$ cat src/ccsp_pkg.sv
package ccsp_pkg;

    // opcodes of one request
    localparam logic [2:0] OP_ADD_ENTROPY = 3'd0;
    localparam logic [2:0] OP_IRQ_EVENT   = 3'd1;
    localparam logic [2:0] OP_READ        = 3'd2;
    localparam logic [2:0] OP_SEED_SLOT   = 3'd3;
    localparam logic [2:0] OP_HW_XOR      = 3'd4;
    localparam logic [2:0] OP_FINISH_INIT = 3'd5;

    // configuration register indexes
    localparam logic [1:0] CFG_REKEY_INTERVAL    = 2'd0;
    localparam logic [1:0] CFG_ENTROPY_THRESHOLD = 2'd1;
    localparam logic [1:0] CFG_READY_CREDITS     = 2'd2;

    localparam logic [3:0] MAX_READ_BYTES = 4'd8;

    // controller to datapath
    typedef struct packed {
        logic load;
        logic mix_start;
        logic apply;
        logic rd_check;
        logic rd_byte;
        logic rk_xor;
        logic blk_start;
        logic rk_end;
        logic rf_end;
        logic finish;
    } t_cmd;

    // datapath to controller
    typedef struct packed {
        logic [2:0] op;
        logic       mix_need;
        logic       mix_done;
        logic       blk_done;
        logic       rd_ok;
        logic       rd_more;
        logic       buf_empty;
        logic       rekey_due;
    } t_sts;

endpackage

$ cat src/ccsp_ctrl.sv
module ccsp_ctrl import ccsp_pkg::*; (
    input  logic i_clk,
    input  logic i_rst_n,
    input  logic start,
    output logic busy,
    input  t_sts i_sts,
    output t_cmd o_cmd
);

    typedef enum logic [3:0] {
        S_IDLE, S_DEC, S_MIX, S_APPLY, S_RD_CHK, S_RD_LOOP,
        S_RK_XOR, S_RK_GO, S_RK_BLK, S_RK_END,
        S_RF_GO, S_RF_BLK, S_RF_END, S_FIN
    } t_state;

    t_state r_state, n_state;
    logic   r_busy;

    // next state
    always_comb begin
        n_state = r_state;
        unique case (r_state)
            S_IDLE:    if (start) n_state = S_DEC;
            S_DEC: begin
                if (i_sts.mix_need)            n_state = S_MIX;
                else if (i_sts.op == OP_READ)  n_state = S_RD_CHK;
                else                           n_state = S_APPLY;
            end
            S_MIX:     if (i_sts.mix_done) n_state = S_APPLY;
            S_APPLY:   n_state = (i_sts.op == OP_FINISH_INIT) ? S_RK_XOR : S_FIN;
            S_RD_CHK:  n_state = i_sts.rd_ok ? S_RD_LOOP : S_FIN;
            S_RD_LOOP: begin
                priority if (!i_sts.rd_more) n_state = S_FIN;
                else if (i_sts.buf_empty)    n_state = i_sts.rekey_due ? S_RK_XOR : S_RF_GO;
                else                         n_state = S_RD_LOOP;
            end
            S_RK_XOR:  n_state = S_RK_GO;
            S_RK_GO:   n_state = S_RK_BLK;
            S_RK_BLK:  if (i_sts.blk_done) n_state = S_RK_END;
            S_RK_END:  n_state = (i_sts.op == OP_READ) ? S_RF_GO : S_FIN;
            S_RF_GO:   n_state = S_RF_BLK;
            S_RF_BLK:  if (i_sts.blk_done) n_state = S_RF_END;
            S_RF_END:  n_state = S_RD_LOOP;
            S_FIN:     n_state = S_IDLE;
            default:   n_state = S_IDLE;
        endcase
    end

    // state and busy flag
    always_ff @(posedge i_clk) begin
        if (!i_rst_n) begin
            r_state <= S_IDLE;
            r_busy  <= 1'b0;
        end else begin
            r_state <= n_state;
            r_busy  <= (n_state != S_IDLE);
        end
    end

    assign busy = r_busy;

    // commands
    always_comb begin
        o_cmd           = '0;
        o_cmd.load      = (r_state == S_IDLE) && start;
        o_cmd.mix_start = (r_state == S_DEC) && i_sts.mix_need;
        o_cmd.apply     = (r_state == S_APPLY);
        o_cmd.rd_check  = (r_state == S_RD_CHK);
        o_cmd.rd_byte   = (r_state == S_RD_LOOP) && i_sts.rd_more && !i_sts.buf_empty;
        o_cmd.rk_xor    = (r_state == S_RK_XOR);
        o_cmd.blk_start = (r_state == S_RK_GO) || (r_state == S_RF_GO);
        o_cmd.rk_end    = (r_state == S_RK_END);
        o_cmd.rf_end    = (r_state == S_RF_END);
        o_cmd.finish    = (r_state == S_FIN);
    end

endmodule

$ cat config.mk
export PLATFORM = sky130hd
export DESIGN_NAME = ccsp_ctrl
export DESIGN_NICKNAME = d
export VERILOG_FILES = /design/src/ccsp_pkg.sv /design/src/ccsp_ctrl.sv
export SDC_FILE = /design/constraint.sdc
export NUM_CORES = 1
export LEC_CHECK = 0
export BUFFER_PORTS_ARGS = -buffer_cell sky130_fd_sc_hd__buf_4
export CORE_AREA = 2 2 39 41
export DETAILED_ROUTE_END_ITERATION = 16
export DIE_AREA = 0 0 41 43
export PLACE_DENSITY_LB_ADDON = 0.05
export SYNTH_ARGS = -nofsm -noshare
export SYNTH_HDL_FRONTEND = slang
export SYNTH_SLANG_ARGS = --single-unit
$ cat constraint.sdc
create_clock -name i_clk -period 1.9 [get_ports i_clk]
set_input_delay 0.38 -clock i_clk [delete_from_list [all_inputs] [get_ports i_clk]]
set_output_delay 0.38 -clock i_clk [all_outputs]
set_load 0.03 [all_outputs]
-- Yosys cells after proc, flatten, opt, wreduce, memory -nomap -nowiden
Cells that the tools add are included.
- register bits after elaboration: 5
- eq/ne operators: 15
- mux-type cells: 13
- reduce and logical (&&, ||, !) cells: 8
- operator list (cell ; number):
    $pmux W4 S13 ; 1
    $mux W4 ; 9
    $eq A4 B4 Y1 const B ; 6
    $eq A4 B3 Y1 const B ; 4
    $mux W3 ; 3
    $eq A4 B2 Y1 const B ; 2
    $eq A4 B1 Y1 const B ; 1
    $logic_and A1 B1 Y1 ; 4
    $logic_not A4 Y1 ; 1
    $reduce_bool A4 Y1 ; 1
    $eq A3 B2 Y1 const B ; 1
    $eq A3 B3 Y1 const B ; 1
    $logic_not A1 Y1 ; 1
    $logic_or A1 B1 Y1 ; 1

-- Longest topological paths before layout
Gate-level depths: netlist of the first run.
- depth after elaboration: 5
- depth in mapped cells: 6
- mapped depth without buffers: 5

-- Worst setup path after synthesis of the first run
OpenSTA, ideal clock, no wires.
- kind: register to output
- start: reg r_state[1]
- end: out o_cmd[1] (netlist bit)
- arrival time: 1.288 ns
- path slack: 0.232 ns
- cell stages (with the launch flop): 4
- path through: dfxtp_1 -> buf_4 -> buf_2 -> nor3_1
- RTL lines (what ; line ; source):
    start, declared ; ccsp_ctrl.sv:16 ; t_state r_state, n_state;
    start signal, assigned ; ccsp_ctrl.sv:55 ; r_state <= n_state;
    end, declared ; ccsp_ctrl.sv:7 ; output t_cmd o_cmd

==> results.yml, run 1 <==
pwr:
  pwr-share-comb_pct: 66.0
  powerDensity_nw_per_um2: 1360
  netSwitchingFraction_pct: 47.6
  switching_power_uw: 494
  ir_drop_v: 0.000551
  power.leakage_nw: 0.339
  seq_power_share_pct: 22.4
  clockPowerShare_pct: 11.6
  internal_power_uw: 545
worst_setup_path:
  worst_ep_arrival_time_ns: 1.36
  worstPathRequired_ns: 1.52
  worstSetupPathType: "reg -> out"
  worstSetupEndpointType: "output pin"
  critical_path.max_fanout: 11
  start_kind: "flip-flop"
  reg2reg_slack_ns: 0.40
yosys:
  muxShareOfSynthArea_pct: 1.84
  synth_nets: 91
  synth_top_family_by_area: "simple AND/OR/NAND/NOR gates"
  synthSimpleGateAreaFrac_pct: 42.5
  syn_area_sq_um: 544
  synthCells: 78
  yosysWarnings: 0
  avgSynthCellArea_sq_um: 6.98
  ys_ff_latch: 5
  synth_xor_area_share_pct: 0
  synth_seq_area_share_pct: 18.4
  synth-compound-area-share_pct: 28.5
  synthAdderAreaFrac_pct: 0
  synth_cell_types: 31
route:
  drc_errors: 0
  vias_per_cell: 5.46
  drtPass1Iterations: 4
  routed_wl_mm: 1.41
  antenna_left: 0
  wl_per_cell_um: 11.8
  vias: 650
  drt_iter0_drc: 16
floorplanning:
  initial_core_util_pct: 39.3
  io_pins: 24
  dieHeight_um: 43
  die_w_um: 41
  rows: 14
  die_area_sq_um: 1760
  core_area_sq_um: 1380
grt:
  grt_max_degree: 21
  antenna_found_initial: 0
  grt_pass1_wl_mm: 2.19
  grt_usage_pct: 17.1
  grt_overflow_total: 0
  grt_pass1_vias: 557
clocking:
  h-tree-depth: 1
  clk_latency_ns: 0.24
  cts_root_buffer: "clkbuf_4"
  clock_path_buffers: 2
  cts.clk_slew.worst_paths_ns: 0.04
  cts_setup_buffers: 0
  cts_buffers: 3
  cts_hold_buf: 0
  cts_sinks: 5
  cts.repair.resized: 0
  cts_tree: "yes"
layout:
  area_growth_pct: 40.5
  multi_input_comb_area_sq_um: 397
  n_antenna_cell: 0
  n_fill_cell: 151
  num-nets-final: 117
  seq_area_sq_um: 103
  drive_gt1_share_pct: 32.0
timing:
  finalMaxSlewViolations: 0
  fmax_ghz: 0.576
  tightest_slew_ns: 0.351
  hold_viol: 0
  rsz0062_at_grt: "false"
  setup_viol: 0
  relSlewSlack_pct: 76.6
  skew_ns: 0.00270
  min_period_ns: 1.74
  hold_ws_ns: 0.482
  fin_crit_sh_pct: 91.4
  finalSetupTns_ns: 0
outcome:
  outcome: "completed"
place:
  numPortBuffers: 23
  hpwl_mm: 1.07
  place_congestion: 0.801
flow_run:
  maxCapViolations: 0
min_path:
  hold_path_class: "in -> reg"
## critical path, stage by stage, from the launching register on
cell and delay (ns):
dfxtp_1 0.52, buf_4 0.22, nor3b_1 0.05, a21oi_1 0.11, nor2_1 0.05, buf_4 0.17
## routing by layer
layer	routed length (um)	GRT usage [%]	share of wire (%)
met4	0	4.00	0
met3	104	1.57	7.4
met1	617	22.6	44
met5	0	0	0
met2	688	28.4	49
## through the flow
step	power, mW	setup slack, ns	utilization, %	instance area, sq um	std cells
final	1.04	0.163	55.2	764	119
after global placement	0.915	0.244	53.2	736	115
after global routing	1.13	0.0653	55.2	764	119
after detailed placement	0.915	0.241	53.2	736	115
after floorplan	0.728	0.232	-	544	78
after CTS	1.04	0.0643	55.1	762	119
## synthesized netlist by cell type (all sizes together)
cell type | count | area, sq um
and3b | 1 | 8.76
nand2b | 5 | 31.3
o31ai | 2 | 15.0
nand2 | 5 | 18.8
a31oi | 3 | 18.8
o221a | 1 | 11.3
dfxtp | 5 | 100
o21ai | 4 | 20.0
nor2 | 10 | 37.5
nor3 | 6 | 30.0
nand3b | 5 | 37.5
nor2b | 4 | 25.0
nor3b | 1 | 7.51
buf | 6 | 43.8
a21oi | 5 | 25.0
o21bai | 1 | 7.51
o32a | 1 | 10.0
a22oi | 1 | 7.51
or3b | 1 | 11.3
and3 | 2 | 12.5
o221ai | 1 | 8.76
a211oi | 1 | 7.51
mux2i | 1 | 10.0
a21o | 2 | 15.0
a221oi | 1 | 8.76
nand3 | 1 | 5.00
inv | 1 | 3.75
nand4 | 1 | 6.26
## layout make-up
type	instances	area share (%)
sequential	5	13.4
multi-input combinational	66	51.9
clock buffer	4	3.44
inverter	1	0.491
tap	16	2.62
timing repair buffer	27	28.2
## logic make-up (layout without fill, tap and decap cells)
logic type,Yosys count,in the layout
AND/OR/NAND/NOR,42,42
flip-flops,5,5
buffers and inverters,7,32
AO/OA/AOI/OAI,23,23
multiplexers,1,1
## worst paths after layout
path / startpoint / end / cells after the start
setup / recovery: r_state[2] / o_cmd[3] / 5
hold / removal: i_rst_n / r_state[3] / 3
setup reg to reg: r_state[0] / busy / 5
hold reg to reg: r_state[3] / r_state[3] / 2
## sequential cells by signal, indices dropped and copies added (netlist names)
register / cells
r_state: 4
busy: 1
## cells in the final DEF (no fill, tap or decap), types with 2 or more instances in the layout
cell type / instances
a21oi_1: 5
nand2_1: 5
nor3_1: 6
dfxtp_1: 3
o21ai_1: 2
dfxtp_2: 2
nor2b_1: 4
and3_1: 2
a21o_1: 2
nand2b_1: 5
buf_4: 26
o31ai_1: 2
o21ai_0: 2
nand3b_1: 5
clkbuf_4: 3
a31oi_1: 3
nor2_1: 10
## power by group through the flow
stage	clock, mW	combinational, mW	sequential (mW)
floorplan	0	0.533	0.195
global placement	0	0.685	0.230
detailed placement	0	0.684	0.231
CTS	0.123	0.686	0.229
global route	0.129	0.755	0.242
finish	0.121	0.685	0.233
(Power assumes the default switching activity.)
==> run 2, diff against run 1 <==
--- a/config.mk
+++ b/config.mk
@@ -7,6 +7,7 @@
 export LEC_CHECK = 0
 export BUFFER_PORTS_ARGS = -buffer_cell sky130_fd_sc_hd__buf_4
 export CORE_AREA = 2 2 39 41
+export CTS_BUF_LIST = sky130_fd_sc_hd__clkbuf_4
 export DETAILED_ROUTE_END_ITERATION = 16
 export DIE_AREA = 0 0 41 43
 export PLACE_DENSITY_LB_ADDON = 0.05
==> results.yml, run 2 (synthesis gave the netlist of run 1 again) <==
route:
  routed_wl_mm: 1.42
  drt_iter0_drc: 8
  drtPass1Iterations: 4
  vias: 639
  antenna_left: 0
  drc_errors: 0
  vias_per_cell: 5.37
  wl_per_cell_um: 11.9
timing:
  finalMaxSlewViolations: 0
  setup_viol: 0
  finalSetupTns_ns: 0
  fin_crit_sh_pct: 91.6
  relSlewSlack_pct: 76.4
  skew_ns: 0.00203
  fmax_ghz: 0.575
  tightest_slew_ns: 0.353
  min_period_ns: 1.74
  hold_viol: 0
  rsz0062_at_grt: "false"
pwr:
  ir_drop_v: 0.000552
  power.leakage_nw: 0.342
  powerDensity_nw_per_um2: 1370
flow_run:
  maxCapViolations: 0
place:
  dp.cells: 115
  place_congestion: 0.801
  hpwl_mm: 1.07
  numPortBuffers: 23
clocking:
  cts_sinks: 5
  cts_setup_buffers: 0
  clk_latency_ns: 0.24
  cts_buffers: 3
  cts_root_buffer: "clkbuf_4"
  cts_tree: "yes"
  h-tree-depth: 1
  cts.clk_slew.worst_paths_ns: 0.05
  clock_path_buffers: 2
layout:
  final_cell_mix: "26 x buf_4, 10 x nor2_1, 6 x nor3_1"
  regMostFlops: "r_state"
  multi_input_comb_area_sq_um: 397
  area_growth_pct: 41.1
  n_antenna_cell: 0
  finish.utilization_pct: 55.5
  num-nets-final: 117
  seq_area_sq_um: 103
  drive_gt1_share_pct: 33.0
  layout.cells.non_filler: 119
  mostFrequentLayoutCell: "buf_4"
  n_fill_cell: 150
  largest_reg_flops: 4
outcome:
  outcome: "completed"
worst_setup_path:
  critical_path.max_fanout: 11
  reg2regPathDepth: 6
  worstPathRequired_ns: 1.52
  worst_ep_arrival_time_ns: 1.36
  worstSetupPathType: "reg -> out"
  worstSetupEndpointType: "output pin"
  start_kind: "flip-flop"
floorplanning:
  initial_core_util_pct: 39.3
  die_w_um: 41
  dieHeight_um: 43
  rows: 14
  core_area_sq_um: 1380
  io_pins: 24
  die_area_sq_um: 1760
grt:
  grt_pass1_vias: 569
  grt_max_degree: 21
  grt_overflow_total: 0
  grt_usage_pct: 17.4
  grt_pass1_wl_mm: 2.24
  antenna_found_initial: 0
min_path:
  min_path_cells: 3
  hold_path_class: "in -> reg"
[run 2: cell counts in the layout (fill, tap and decap cells not counted)]
Identical to the previous run, type by type.
[run 2: path summary, 6_finish.rpt]
check	start	endpoint	slack (ns)
worst max register to register	r_state[1]	busy	0.39
worst min-delay path	i_rst_n	r_state[3]	0.48
worst min register to register	r_state[3]	r_state[3]	0.67
worst max-delay path	r_state[2]	o_cmd[3]	0.16
[run 2: stage by stage]
| stage | hold slack, ns | area (sq um) | setup WS, ns | total power [mW] |
|---|---|---|---|---|
| 3_5_place_dp | 0.723 | 736 | 0.241 | 0.915 |
| 4_1_cts | 0.476 | 766 | 0.0639 | 1.05 |
| 6_report | 0.482 | 768 | 0.160 | 1.06 |
| 5_1_grt | 0.503 | 768 | 0.0653 | 1.14 |
| 2_1_floorplan | 0.609 | 544 | 0.232 | 0.728 |
| 3_3_place_gp | 0.727 | 736 | 0.244 | 0.915 |
[run 2: area by class of cell]
type,count,share of cell area (%)
multi-input combinational,66,51.6
timing repair buffer,27,28.0
sequential,5,13.4
clock buffer,4,3.91
tap,16,2.61
inverter,1,0.489
[run 2: what timing repair did]
action,4_1_cts,5_1_grt
resized for setup,0,2
hold buffers,0,0
endpoints found under the setup margin,0,7
[run 2: critical path: stages (launching register included)]
cell and delay (ns):
dfxtp_1 0.52, buf_4 0.22, nor3b_1 0.05, a21oi_1 0.11, nor2_1 0.05, buf_4 0.17
[run 2: metal layers]
| layer | part of all wire (%) | vias to the layer above | GRT usage, % |
|---|---|---|---|
| met3 | 5.2 | 0 | 1.57 |
| met1 | 46 | 283 | 22.6 |
| met2 | 48 | 18 | 29.4 |
| met5 | 0 | - | 0 |
| li1 | - | 338 | - |
| met4 | 0 | 0 | 4.00 |
[run 2: where the power goes]
part / internal, mW / switching [mW]
registers: 0.152 / 0.0814
clock network: 0.0936 / 0.0426
logic: 0.313 / 0.372
